## src/rtl/core/tcpw_pkg.sv

```systemverilog
`timescale 1ns / 1ps
// ----------------------------------------------------------------------------
// tcpw_pkg
// Shared types and constants of the command/data pixel writer.
// ----------------------------------------------------------------------------
package tcpw_pkg;

    // Display interface command codes
    localparam logic [7:0] CMD_DISP_OFF  = 8'h28;
    localparam logic [7:0] CMD_DISP_ON   = 8'h29;
    localparam logic [7:0] CMD_COL_SET   = 8'h2A;
    localparam logic [7:0] CMD_PAGE_SET  = 8'h2B;
    localparam logic [7:0] CMD_MEM_WRITE = 8'h2C;

    // Input item kinds
    localparam logic KIND_CMD  = 1'b0;
    localparam logic KIND_DATA = 1'b1;

    // Depth of the queue between front and back
    localparam int QUEUE_DEPTH = 2;

    typedef struct packed {
        logic       kind;
        logic [7:0] value;
    } in_item_t;

    typedef struct packed {
        logic        write_valid;
        logic [8:0]  pixel_x;
        logic [7:0]  pixel_y;
        logic [15:0] color;
        logic        display_on;
    } out_item_t;

    // Operations handed from the front to the back
    typedef enum logic [2:0] {
        OP_NONE,
        OP_DISP_OFF,
        OP_DISP_ON,
        OP_HOME,
        OP_SET_COL,
        OP_SET_PAGE,
        OP_PIXEL
    } op_kind_t;

    // One queued operation: a = start or color, b = end
    typedef struct packed {
        op_kind_t    op;
        logic [15:0] a;
        logic [15:0] b;
    } op_t;

endpackage

```

## src/rtl/core/tcpw_stream_if.sv

```systemverilog
`timescale 1ns / 1ps
// ----------------------------------------------------------------------------
// tcpw_stream_if
// Valid/ready channel carrying one item of a chosen type.
// ----------------------------------------------------------------------------
interface tcpw_stream_if #(
    parameter type item_t = logic
) ();
    logic  valid;
    logic  ready;
    item_t data;

    modport source (output valid, output data, input ready);
    modport sink   (input valid, input data, output ready);
endinterface

```

## src/rtl/core/tft_command_data_pixel_writer_top.sv

```systemverilog
`timescale 1ns / 1ps
// ----------------------------------------------------------------------------
// tft_command_data_pixel_writer_top
// Decodes display command/data bytes into framebuffer pixel writes.
// ----------------------------------------------------------------------------
// Usage:
//   in  : one item per display byte, kind (0 = command, 1 = data) and value.
//   out : one item per input byte: write_valid with pixel_x, pixel_y and
//         color when the byte completes an on-screen, in-window pixel, and
//         the current display_on flag.
//   Both channels move an item when valid and ready are high at a clock edge.
//   Path: the front writes the queue at the accepting edge, and the back
//   loads the registered result when it pops that operation from the queue.
//   Throughput: 1 item per cycle while out.ready is high; the back end does
//   one compare-and-update of window and cursor per item.
//   Reset: window covers the full screen, cursor at 0,0, display on, no
//   command context, queue and output empty.
//   Stall: when out.ready is low the result holds; the two-entry queue keeps
//   taking bytes until it fills, then in.ready drops.
// ----------------------------------------------------------------------------
module tft_command_data_pixel_writer_top
    import tcpw_pkg::*;
#(
    parameter int WIDTH  = 320,
    parameter int HEIGHT = 240
) (
    input  logic           clk,
    input  logic           rst_n,
    tcpw_stream_if.sink    in,
    tcpw_stream_if.source  out
);

    logic push;
    op_t  push_op;
    logic push_ready;
    logic pop;
    op_t  pop_op;
    logic pop_valid;

    // Classify incoming bytes
    tcpw_front u_front (
        .clk     (clk),
        .rst_n   (rst_n),
        .in      (in),
        .push    (push),
        .push_op (push_op),
        .q_ready (push_ready)
    );

    // Buffer operations between the two sides
    tcpw_queue u_queue (
        .clk        (clk),
        .rst_n      (rst_n),
        .push       (push),
        .push_op    (push_op),
        .push_ready (push_ready),
        .pop        (pop),
        .pop_op     (pop_op),
        .pop_valid  (pop_valid)
    );

    // Execute operations and produce results
    tcpw_back #(
        .WIDTH  (WIDTH),
        .HEIGHT (HEIGHT)
    ) u_back (
        .clk     (clk),
        .rst_n   (rst_n),
        .q_valid (pop_valid),
        .q_op    (pop_op),
        .pop     (pop),
        .out     (out)
    );

endmodule

```

## src/rtl/core/tcpw_front.sv

```systemverilog
`timescale 1ns / 1ps
// ----------------------------------------------------------------------------
// tcpw_front
// Accepts bytes, tracks the command context and gathers data bytes into
// window and pixel operations for the back end.
// ----------------------------------------------------------------------------
module tcpw_front
    import tcpw_pkg::*;
(
    input  logic         clk,
    input  logic         rst_n,
    tcpw_stream_if.sink  in,
    output logic         push,
    output op_t          push_op,
    input  logic         q_ready
);

    logic [7:0]  last_command_reg, last_command_next;
    logic [1:0]  byte_count_reg, byte_count_next;
    logic [23:0] byte_hold_reg, byte_hold_next;

    assign in.ready = q_ready;
    assign push     = in.valid && q_ready;

    // Classify the byte against the current command context
    always_comb
    begin
        last_command_next = last_command_reg;
        byte_count_next   = byte_count_reg;
        byte_hold_next    = byte_hold_reg;
        push_op.op        = OP_NONE;
        push_op.a         = {byte_hold_reg[7:0], in.data.value};
        push_op.b         = {byte_hold_reg[7:0], in.data.value};
        if (in.data.kind == KIND_CMD)
        begin
            last_command_next = in.data.value;
            byte_count_next   = 2'd0;
            unique case (in.data.value)
                CMD_DISP_OFF:  push_op.op = OP_DISP_OFF;
                CMD_DISP_ON:   push_op.op = OP_DISP_ON;
                CMD_MEM_WRITE: push_op.op = OP_HOME;
                default:       push_op.op = OP_NONE;
            endcase
        end
        else if (last_command_reg == CMD_COL_SET || last_command_reg == CMD_PAGE_SET)
        begin
            if (byte_count_reg != 2'd3)
            begin
                byte_hold_next  = {byte_hold_reg[15:0], in.data.value};
                byte_count_next = byte_count_reg + 2'd1;
            end
            else
            begin
                push_op.op      = (last_command_reg == CMD_COL_SET) ? OP_SET_COL : OP_SET_PAGE;
                push_op.a       = byte_hold_reg[23:8];
                byte_count_next = 2'd0;
            end
        end
        else if (last_command_reg == CMD_MEM_WRITE)
        begin
            if (byte_count_reg == 2'd0)
            begin
                byte_hold_next  = {byte_hold_reg[15:0], in.data.value};
                byte_count_next = 2'd1;
            end
            else
            begin
                push_op.op      = OP_PIXEL;
                byte_count_next = 2'd0;
            end
        end
    end

    // Advance context on every accepted item
    always_ff @(posedge clk or negedge rst_n)
    begin
        if (!rst_n)
        begin
            last_command_reg <= 8'd0;
            byte_count_reg   <= 2'd0;
        end
        else if (push)
        begin
            last_command_reg <= last_command_next;
            byte_count_reg   <= byte_count_next;
        end
    end

    // Hold gathered data bytes
    always_ff @(posedge clk)
    begin
        if (push)
        begin
            byte_hold_reg <= byte_hold_next;
        end
    end

endmodule

```

## src/rtl/core/tcpw_queue.sv

```systemverilog
`timescale 1ns / 1ps
// ----------------------------------------------------------------------------
// tcpw_queue
// Short first-in first-out queue of operations between front and back.
// ----------------------------------------------------------------------------
module tcpw_queue
    import tcpw_pkg::*;
(
    input  logic clk,
    input  logic rst_n,
    input  logic push,
    input  op_t  push_op,
    output logic push_ready,
    input  logic pop,
    output op_t  pop_op,
    output logic pop_valid
);

    localparam int PTR_W = (QUEUE_DEPTH > 1) ? $clog2(QUEUE_DEPTH) : 1;
    localparam int CNT_W = $clog2(QUEUE_DEPTH + 1);
    localparam logic [CNT_W-1:0] DEPTH_C = CNT_W'(QUEUE_DEPTH);
    localparam logic [PTR_W-1:0] LAST_C  = PTR_W'(QUEUE_DEPTH - 1);

    op_t              slot_reg [QUEUE_DEPTH];
    logic [PTR_W-1:0] wr_ptr_reg, wr_ptr_next;
    logic [PTR_W-1:0] rd_ptr_reg, rd_ptr_next;
    logic [CNT_W-1:0] count_reg, count_next;

    assign push_ready = (count_reg != DEPTH_C);
    assign pop_valid  = (count_reg != '0);
    assign pop_op     = slot_reg[rd_ptr_reg];

    // Advance pointers and fill count
    always_comb
    begin
        wr_ptr_next = wr_ptr_reg;
        rd_ptr_next = rd_ptr_reg;
        count_next  = count_reg;
        if (push)
        begin
            wr_ptr_next = (wr_ptr_reg == LAST_C) ? '0 : wr_ptr_reg + 1'b1;
        end
        if (pop)
        begin
            rd_ptr_next = (rd_ptr_reg == LAST_C) ? '0 : rd_ptr_reg + 1'b1;
        end
        if (push && !pop)
        begin
            count_next = count_reg + 1'b1;
        end
        else if (pop && !push)
        begin
            count_next = count_reg - 1'b1;
        end
    end

    always_ff @(posedge clk or negedge rst_n)
    begin
        if (!rst_n)
        begin
            wr_ptr_reg <= '0;
            rd_ptr_reg <= '0;
            count_reg  <= '0;
        end
        else
        begin
            wr_ptr_reg <= wr_ptr_next;
            rd_ptr_reg <= rd_ptr_next;
            count_reg  <= count_next;
        end
    end

    // Store the pushed item
    always_ff @(posedge clk)
    begin
        if (push)
        begin
            slot_reg[wr_ptr_reg] <= push_op;
        end
    end

    a_count_bound: assert property (@(posedge clk) disable iff (!rst_n)
        count_reg <= DEPTH_C)
        else $error("queue fill count above depth");

    a_push_grows: assert property (@(posedge clk) disable iff (!rst_n)
        (push && !pop) |=> count_reg == $past(count_reg) + 1'b1)
        else $error("queue count did not grow on push");

endmodule

```

## src/rtl/core/tcpw_back.sv

```systemverilog
`timescale 1ns / 1ps
// ----------------------------------------------------------------------------
// tcpw_back
// Executes queued operations: window, cursor and display state, and the
// registered result item.
// ----------------------------------------------------------------------------
module tcpw_back
    import tcpw_pkg::*;
#(
    parameter int WIDTH  = 320,
    parameter int HEIGHT = 240
) (
    input  logic           clk,
    input  logic           rst_n,
    input  logic           q_valid,
    input  op_t            q_op,
    output logic           pop,
    tcpw_stream_if.source  out
);

    localparam logic [15:0] SCREEN_W = 16'(WIDTH);
    localparam logic [15:0] SCREEN_H = 16'(HEIGHT);

    logic [15:0] win_x_start_reg, win_x_start_next;
    logic [15:0] win_x_end_reg,   win_x_end_next;
    logic [15:0] win_y_start_reg, win_y_start_next;
    logic [15:0] win_y_end_reg,   win_y_end_next;
    logic [15:0] cursor_x_reg,    cursor_x_next;
    logic [15:0] cursor_y_reg,    cursor_y_next;
    logic        display_reg,     display_next;
    logic        out_valid_reg,   out_valid_next;
    out_item_t   out_data_reg,    out_data_next;
    logic        in_window;
    logic [15:0] x_inc;
    logic [15:0] y_step;

    assign pop       = q_valid && (!out_valid_reg || out.ready);
    assign out.valid = out_valid_reg;
    assign out.data  = out_data_reg;

    assign in_window = (cursor_x_reg >= win_x_start_reg) && (cursor_x_reg <= win_x_end_reg)
                    && (cursor_y_reg >= win_y_start_reg) && (cursor_y_reg <= win_y_end_reg)
                    && (cursor_x_reg < SCREEN_W) && (cursor_y_reg < SCREEN_H);
    assign x_inc  = cursor_x_reg + 16'd1;
    assign y_step = (x_inc > win_x_end_reg) ? cursor_y_reg + 16'd1 : cursor_y_reg;

    // Carry out the operation at the queue head
    always_comb
    begin
        win_x_start_next = win_x_start_reg;
        win_x_end_next   = win_x_end_reg;
        win_y_start_next = win_y_start_reg;
        win_y_end_next   = win_y_end_reg;
        cursor_x_next    = cursor_x_reg;
        cursor_y_next    = cursor_y_reg;
        display_next     = display_reg;
        out_data_next    = '0;
        unique case (q_op.op)
            OP_DISP_OFF: display_next = 1'b0;
            OP_DISP_ON:  display_next = 1'b1;
            OP_HOME:
            begin
                cursor_x_next = win_x_start_reg;
                cursor_y_next = win_y_start_reg;
            end
            OP_SET_COL:
            begin
                win_x_start_next = q_op.a;
                win_x_end_next   = q_op.b;
            end
            OP_SET_PAGE:
            begin
                win_y_start_next = q_op.a;
                win_y_end_next   = q_op.b;
            end
            OP_PIXEL:
            begin
                if (in_window)
                begin
                    out_data_next.write_valid = 1'b1;
                    out_data_next.pixel_x     = cursor_x_reg[8:0];
                    out_data_next.pixel_y     = cursor_y_reg[7:0];
                    out_data_next.color       = q_op.a;
                end
                cursor_x_next = (x_inc > win_x_end_reg) ? win_x_start_reg : x_inc;
                cursor_y_next = (y_step > win_y_end_reg) ? win_y_start_reg : y_step;
            end
            default: ;
        endcase
        out_data_next.display_on = display_next;

        // Drop the result once taken, load a new one on pop
        out_valid_next = out_valid_reg && !out.ready;
        if (pop)
        begin
            out_valid_next = 1'b1;
        end
    end

    always_ff @(posedge clk or negedge rst_n)
    begin
        if (!rst_n)
        begin
            win_x_start_reg <= 16'd0;
            win_x_end_reg   <= 16'(WIDTH - 1);
            win_y_start_reg <= 16'd0;
            win_y_end_reg   <= 16'(HEIGHT - 1);
            cursor_x_reg    <= 16'd0;
            cursor_y_reg    <= 16'd0;
            display_reg     <= 1'b1;
            out_valid_reg   <= 1'b0;
        end
        else
        begin
            out_valid_reg <= out_valid_next;
            if (pop)
            begin
                win_x_start_reg <= win_x_start_next;
                win_x_end_reg   <= win_x_end_next;
                win_y_start_reg <= win_y_start_next;
                win_y_end_reg   <= win_y_end_next;
                cursor_x_reg    <= cursor_x_next;
                cursor_y_reg    <= cursor_y_next;
                display_reg     <= display_next;
            end
        end
    end

    // Hold the result payload until the next pop
    always_ff @(posedge clk)
    begin
        if (pop)
        begin
            out_data_reg <= out_data_next;
        end
    end

    a_home_cursor: assert property (@(posedge clk) disable iff (!rst_n)
        (pop && q_op.op == OP_HOME) |=>
            (cursor_x_reg == $past(win_x_start_reg)) && (cursor_y_reg == $past(win_y_start_reg)))
        else $error("cursor not moved to window start");

    a_disp_off: assert property (@(posedge clk) disable iff (!rst_n)
        (pop && q_op.op == OP_DISP_OFF) |=> !display_reg && !out_data_reg.display_on)
        else $error("display flag not cleared");

    a_idle_fields: assert property (@(posedge clk) disable iff (!rst_n)
        (out_valid_reg && !out_data_reg.write_valid) |->
            (out_data_reg.pixel_x == '0) && (out_data_reg.pixel_y == '0)
            && (out_data_reg.color == '0))
        else $error("pixel fields nonzero without a write");

endmodule

```

## src/flat_wrapper.sv

```systemverilog
// flat-port wrapper written by rule: the top's interface ports become plain ports
module tft_command_data_pixel_writer_top_flat import tcpw_pkg::*;
#(
    parameter int WIDTH  = 320,
    parameter int HEIGHT = 240
)
  (clk, rst_n, in_valid, in_data, in_ready, out_valid, out_data, out_ready);
  tcpw_stream_if #(.item_t(in_item_t)) in_i ();
  tcpw_stream_if #(.item_t(out_item_t)) out_i ();
  input  logic clk;
  input  logic rst_n;
  input wire logic [$bits(in_i.valid)-1:0] in_valid;
  input wire logic [$bits(in_i.data)-1:0] in_data;
  output wire logic [$bits(in_i.ready)-1:0] in_ready;
  output wire logic [$bits(out_i.valid)-1:0] out_valid;
  output wire logic [$bits(out_i.data)-1:0] out_data;
  input wire logic [$bits(out_i.ready)-1:0] out_ready;
  assign in_i.valid = in_valid;
  assign in_i.data = in_data;
  assign in_ready = in_i.ready;
  assign out_valid = out_i.valid;
  assign out_data = out_i.data;
  assign out_i.ready = out_ready;
  tft_command_data_pixel_writer_top #(.WIDTH(WIDTH), .HEIGHT(HEIGHT)) u_core (.clk(clk), .rst_n(rst_n), .in(in_i), .out(out_i));
endmodule
```

## config.mk

```make
export PLATFORM = sky130hd
export DESIGN_NAME = tft_command_data_pixel_writer_top_flat
export DESIGN_NICKNAME = d
export VERILOG_FILES = /design/src/rtl/core/tcpw_pkg.sv /design/src/rtl/core/tcpw_stream_if.sv /design/src/rtl/core/tft_command_data_pixel_writer_top.sv /design/src/rtl/core/tcpw_front.sv /design/src/rtl/core/tcpw_queue.sv /design/src/rtl/core/tcpw_back.sv /design/src/flat_wrapper.sv
export SDC_FILE = /design/constraint.sdc
export NUM_CORES = 1
export LEC_CHECK = 0
export BUFFER_PORTS_ARGS = -buffer_cell sky130_fd_sc_hd__buf_2
export CELL_PAD_IN_SITES_DETAIL_PLACEMENT = 1
export CELL_PAD_IN_SITES_GLOBAL_PLACEMENT = 1
export CORE_AREA = 5 5 163 165
export DETAILED_ROUTE_END_ITERATION = 6
export DIE_AREA = 0 0 168 170
export GPL_TIMING_DRIVEN = 0
export PLACE_DENSITY = 0.85
export SLEW_MARGIN = 0
export SYNTH_ARGS = -nofsm -noshare
export SYNTH_HDL_FRONTEND = slang
export SYNTH_SLANG_ARGS = --single-unit
```

## constraint.sdc

```tcl
create_clock -name clk -period 7.3 [get_ports clk]
set_clock_uncertainty 0.1 [all_clocks]
set_input_delay 0 -clock clk [delete_from_list [all_inputs] [get_ports clk]]
set_output_delay 0 -clock clk [all_outputs]
set_load 0.01 [all_outputs]
```

==> run metrics <==
gr usage total roughly 25%; Multi-input gate area 5079 sq um; max incr delay on CP between 0.5 and 0.6 ns; Synth cell types 57; startpoint types flop; Post-CTS Setup Inserts 0; worst hold stages 2; Seq cells post-synth 241; final core occ between 50% and 60%; hold endpoint u_core.u_queue.slot_reg[1][5]; synth-to-layout area growth 14.35%; Post-Place Cells around 1,500; Storage cell area 6695 sq um; sequential area share after synthesis between 50% and 60%; Most Frequent Cell on Critical Path nand4_1; Max Cap Viol 0; max FFs per register 70; Root Buffer clkbuf_16; ANT nets after route 0; Mapped Avg Cell Area between 10 and 15 sq um; Pwr Total between 6 and 7 mW; Clock Tree Buf Depth 3; share of cells above drive strength 1 between 10% and 20%; vias per cell between 5 and 6; port buffer count 49; Setup Total Neg Slack 0 ns; warnings from Yosys 0; FFs w/ async S/R, synth between 40% and 50%; core area around 25,000 sq um; worst reg2reg endpoint u_core.u_back.cursor_y_reg[4]; Worst-path clk slew 0.06 ns; Slowest-stage cell, CP dfrtp_1; f_max about 150 MHz; TritonCTS clock tree yes; CP Data Required Time 7.56 ns; Die Ht 170 microns; ANT cells 0; Top FF cell, synth edfxtp_1; initial antenna violation count 0; Congestion Overflow GR 0; R2R Setup Slk about 0.85 ns; Worst Hold Launch in_data[5]; Clock H-tree levels 1; filler instances approximately 2,600; crit-path max FO 10; total CTS buffers 27; # rows 58; Cell Chain, Critical Path nand3_1, nor2_1, and3_1, buf_2, and3_1, nand3_1, xnor2_1, ha_1, nand4_1, a2111o_1, a31oi_4, and3b_1, nand4_1, xnor2_1, ha_1, nand4_1, nor4_1, a32o_1, clkbuf_1, clkbuf_1, a21oi_1, nor2_1, a21oi_1; First-pass DRT Iterations 5; final worst path period need 6.453 ns; Detail Placement HPWL between 20,000 and 30,000 microns; Post-synth EDFFs roughly 130; final number of max-transition violations 0; die area 28,560 sq um; relative slew slack between 20 and 25%; Mapped Cells 1,103; vias in the first global route 9,769; Worst-Margin Slew 1.127 ns; initial core utilization between 40% and 50%; Die W about 170 microns; Final #Nets between 1,000 and 1,500; reg-to-reg critical path startpoint u_core.u_back.cursor_x_reg[2]; first-pass GRT wire length ~56,000 microns; cells on worst reg2reg path 23; RSZ-0062 raised after global routing no; critical path capture point type flop; routability cong. 0.9168; hold_buf cts 14; PwrDens approximately 470 nW/um^2; Ports 50; DR WL/cell roughly 23 microns; Leakage 5.895 nW; initial drt markers 565; clk sink count ~240; Final Hold Viols 0; clock latency at the later pin of the worst-skew pair approximately 0.54 ns; Synth Cell Area ~12,000 sq um; final setup fails 0; Syn Nets 1,217; worst vdd ir approximately 0.26 mV; period utilization a little under 90%; crit path kind reg2reg; DRC 0; largest net degree at the start of global routing 68; outcome complete, no violations; CP Data Arrival Time 6.71 ns; Hold WC Path Type in2reg; detailed-route via count roughly 9,000; post-cts resize count 0; Detailed Route WL approximately 36,000 microns; Finished Layout Cells 1,547
## per-stage QoR
| step | hold WS, ns | setup WS, ns | cell area (sq um) |
|---|---|---|---|
| 2_1_floorplan | -0.3956 | 2.212 | 12250 |
| 3_3_place_gp | 0.1577 | 1.246 | 12900 |
| 5_1_grt | 0.1682 | 0.5452 | 14000 |
| 3_5_place_dp | -0.1256 | 1.093 | 12970 |
| 4_1_cts | 0.1601 | 1.020 | 14000 |
| 6_report | 0.1701 | 0.8473 | 14000 |
## placed cells by master (no fill, tap or decap), types with 20 or more instances in the layout
cell type	synthesis	final
edfxtp_1	129	129
nand2_1	118	118
ha_1	101	101
dfrtp_1	97	97
o21ai_0	85	85
inv_1	78	77
a21oi_1	74	74
nor2_1	59	58
buf_2	10	58
clkbuf_1	24	33
mux2i_1	33	33
nand4_1	28	28
xnor2_1	27	27
clkbuf_16	0	27
mux2_2	25	25
nand3_1	23	23
a21o_1	20	20
## layout make-up
class	instances	area share, %
Sequential cell	241	47.81
Multi-Input combinational cell	742	36.26
Clock buffer	37	5.164
Timing Repair Buffer	65	3.315
Tap cell	330	2.948
Inverter	79	2.117
Buffer	41	1.322
Clock inverter	12	1.063
## cell families after synthesis
group	count (synthesis)	synth area share, %
buf+inv	120	3.933
fa+ha+maj	101	10.32
xor+xnor	36	2.575
flops	241	54.67
mux	59	5.108
simple gates	300	11.62
compound gates	246	11.78
## cells in the mapped netlist (4+ instances only)
library cell    n  area [sq um]
o22a_1          4         35.03
nand4_1        28         175.2
inv_1          78         292.8
a31oi_1         7         43.79
nand2b_1        8         50.05
nand2_1       118         442.9
ha_1          101          1264
edfxtp_1      129          3874
nor2b_1         7         43.79
dfstp_2        15         394.1
a2bb2oi_1       6         52.55
nor4_1          7         43.79
o21ai_1        13         65.06
nor2_1         59         221.5
mux2_2         25         281.5
o21ai_0        85         425.4
xnor2_1        27         236.5
mux2i_1        33         330.3
nand3_1        23         115.1
xor2_1          9         78.83
a21oi_1        74         370.4
o22ai_1        15         93.84
a21o_1         20         150.1
buf_2          10         50.05
clkbuf_1       24         90.09
and2_1         14         87.58
dfrtp_1        97          2427
nor3_1         10         50.05
and3_1         14         87.58
## critical path, delay by kind of cell, from the launching register on
kind	cells	cell delay [ns]
DFF	1	0.52
buffers and inverters	3	0.91
adders and majority gates	2	0.66
xor gates and xnor gates	2	0.36
AOI/OAI and AO/OA	5	1.13
and+or+nand+nor	11	2.57
## worst max path at each step
| stage | slack, ns | to | from | depth (start not counted) |
|---|---|---|---|---|
| 2_1_floorplan | 2.21 | u_core.u_back.cursor_y_reg[11] | u_core.u_back.cursor_x_reg[2] | 23 |
| 3_3_place_gp | 1.25 | u_core.u_back.cursor_y_reg[8] | u_core.u_back.cursor_x_reg[2] | 24 |
| 3_5_place_dp | 1.09 | u_core.u_back.cursor_y_reg[10] | u_core.u_back.cursor_x_reg[2] | 23 |
| 4_1_cts | 1.02 | u_core.u_back.cursor_y_reg[0] | u_core.u_back.cursor_x_reg[2] | 22 |
| 5_1_grt | 0.55 | u_core.u_back.cursor_y_reg[10] | u_core.u_back.cursor_x_reg[2] | 23 |
| 6_report | 0.85 | u_core.u_back.cursor_y_reg[4] | u_core.u_back.cursor_x_reg[2] | 23 |
## per-layer routing
metal	track usage, %	vias up	routed length [microns]
li1	-	4159	-
met5	0	-	0
met1	32.01	4557	15100
met3	3.995	81	1899
met2	43.69	250	17670
met4	8.504	0	1309
## report_power, final
part / total (mW) / switching [mW] / internal (mW)
combinational: 2.78 / 1.70 / 1.08
sequential: 2.40 / 0.460 / 1.94
clock: 1.35 / 0.550 / 0.800
total: 6.53 / 2.71 / 3.82
Power figures use the tool's default switching activity.
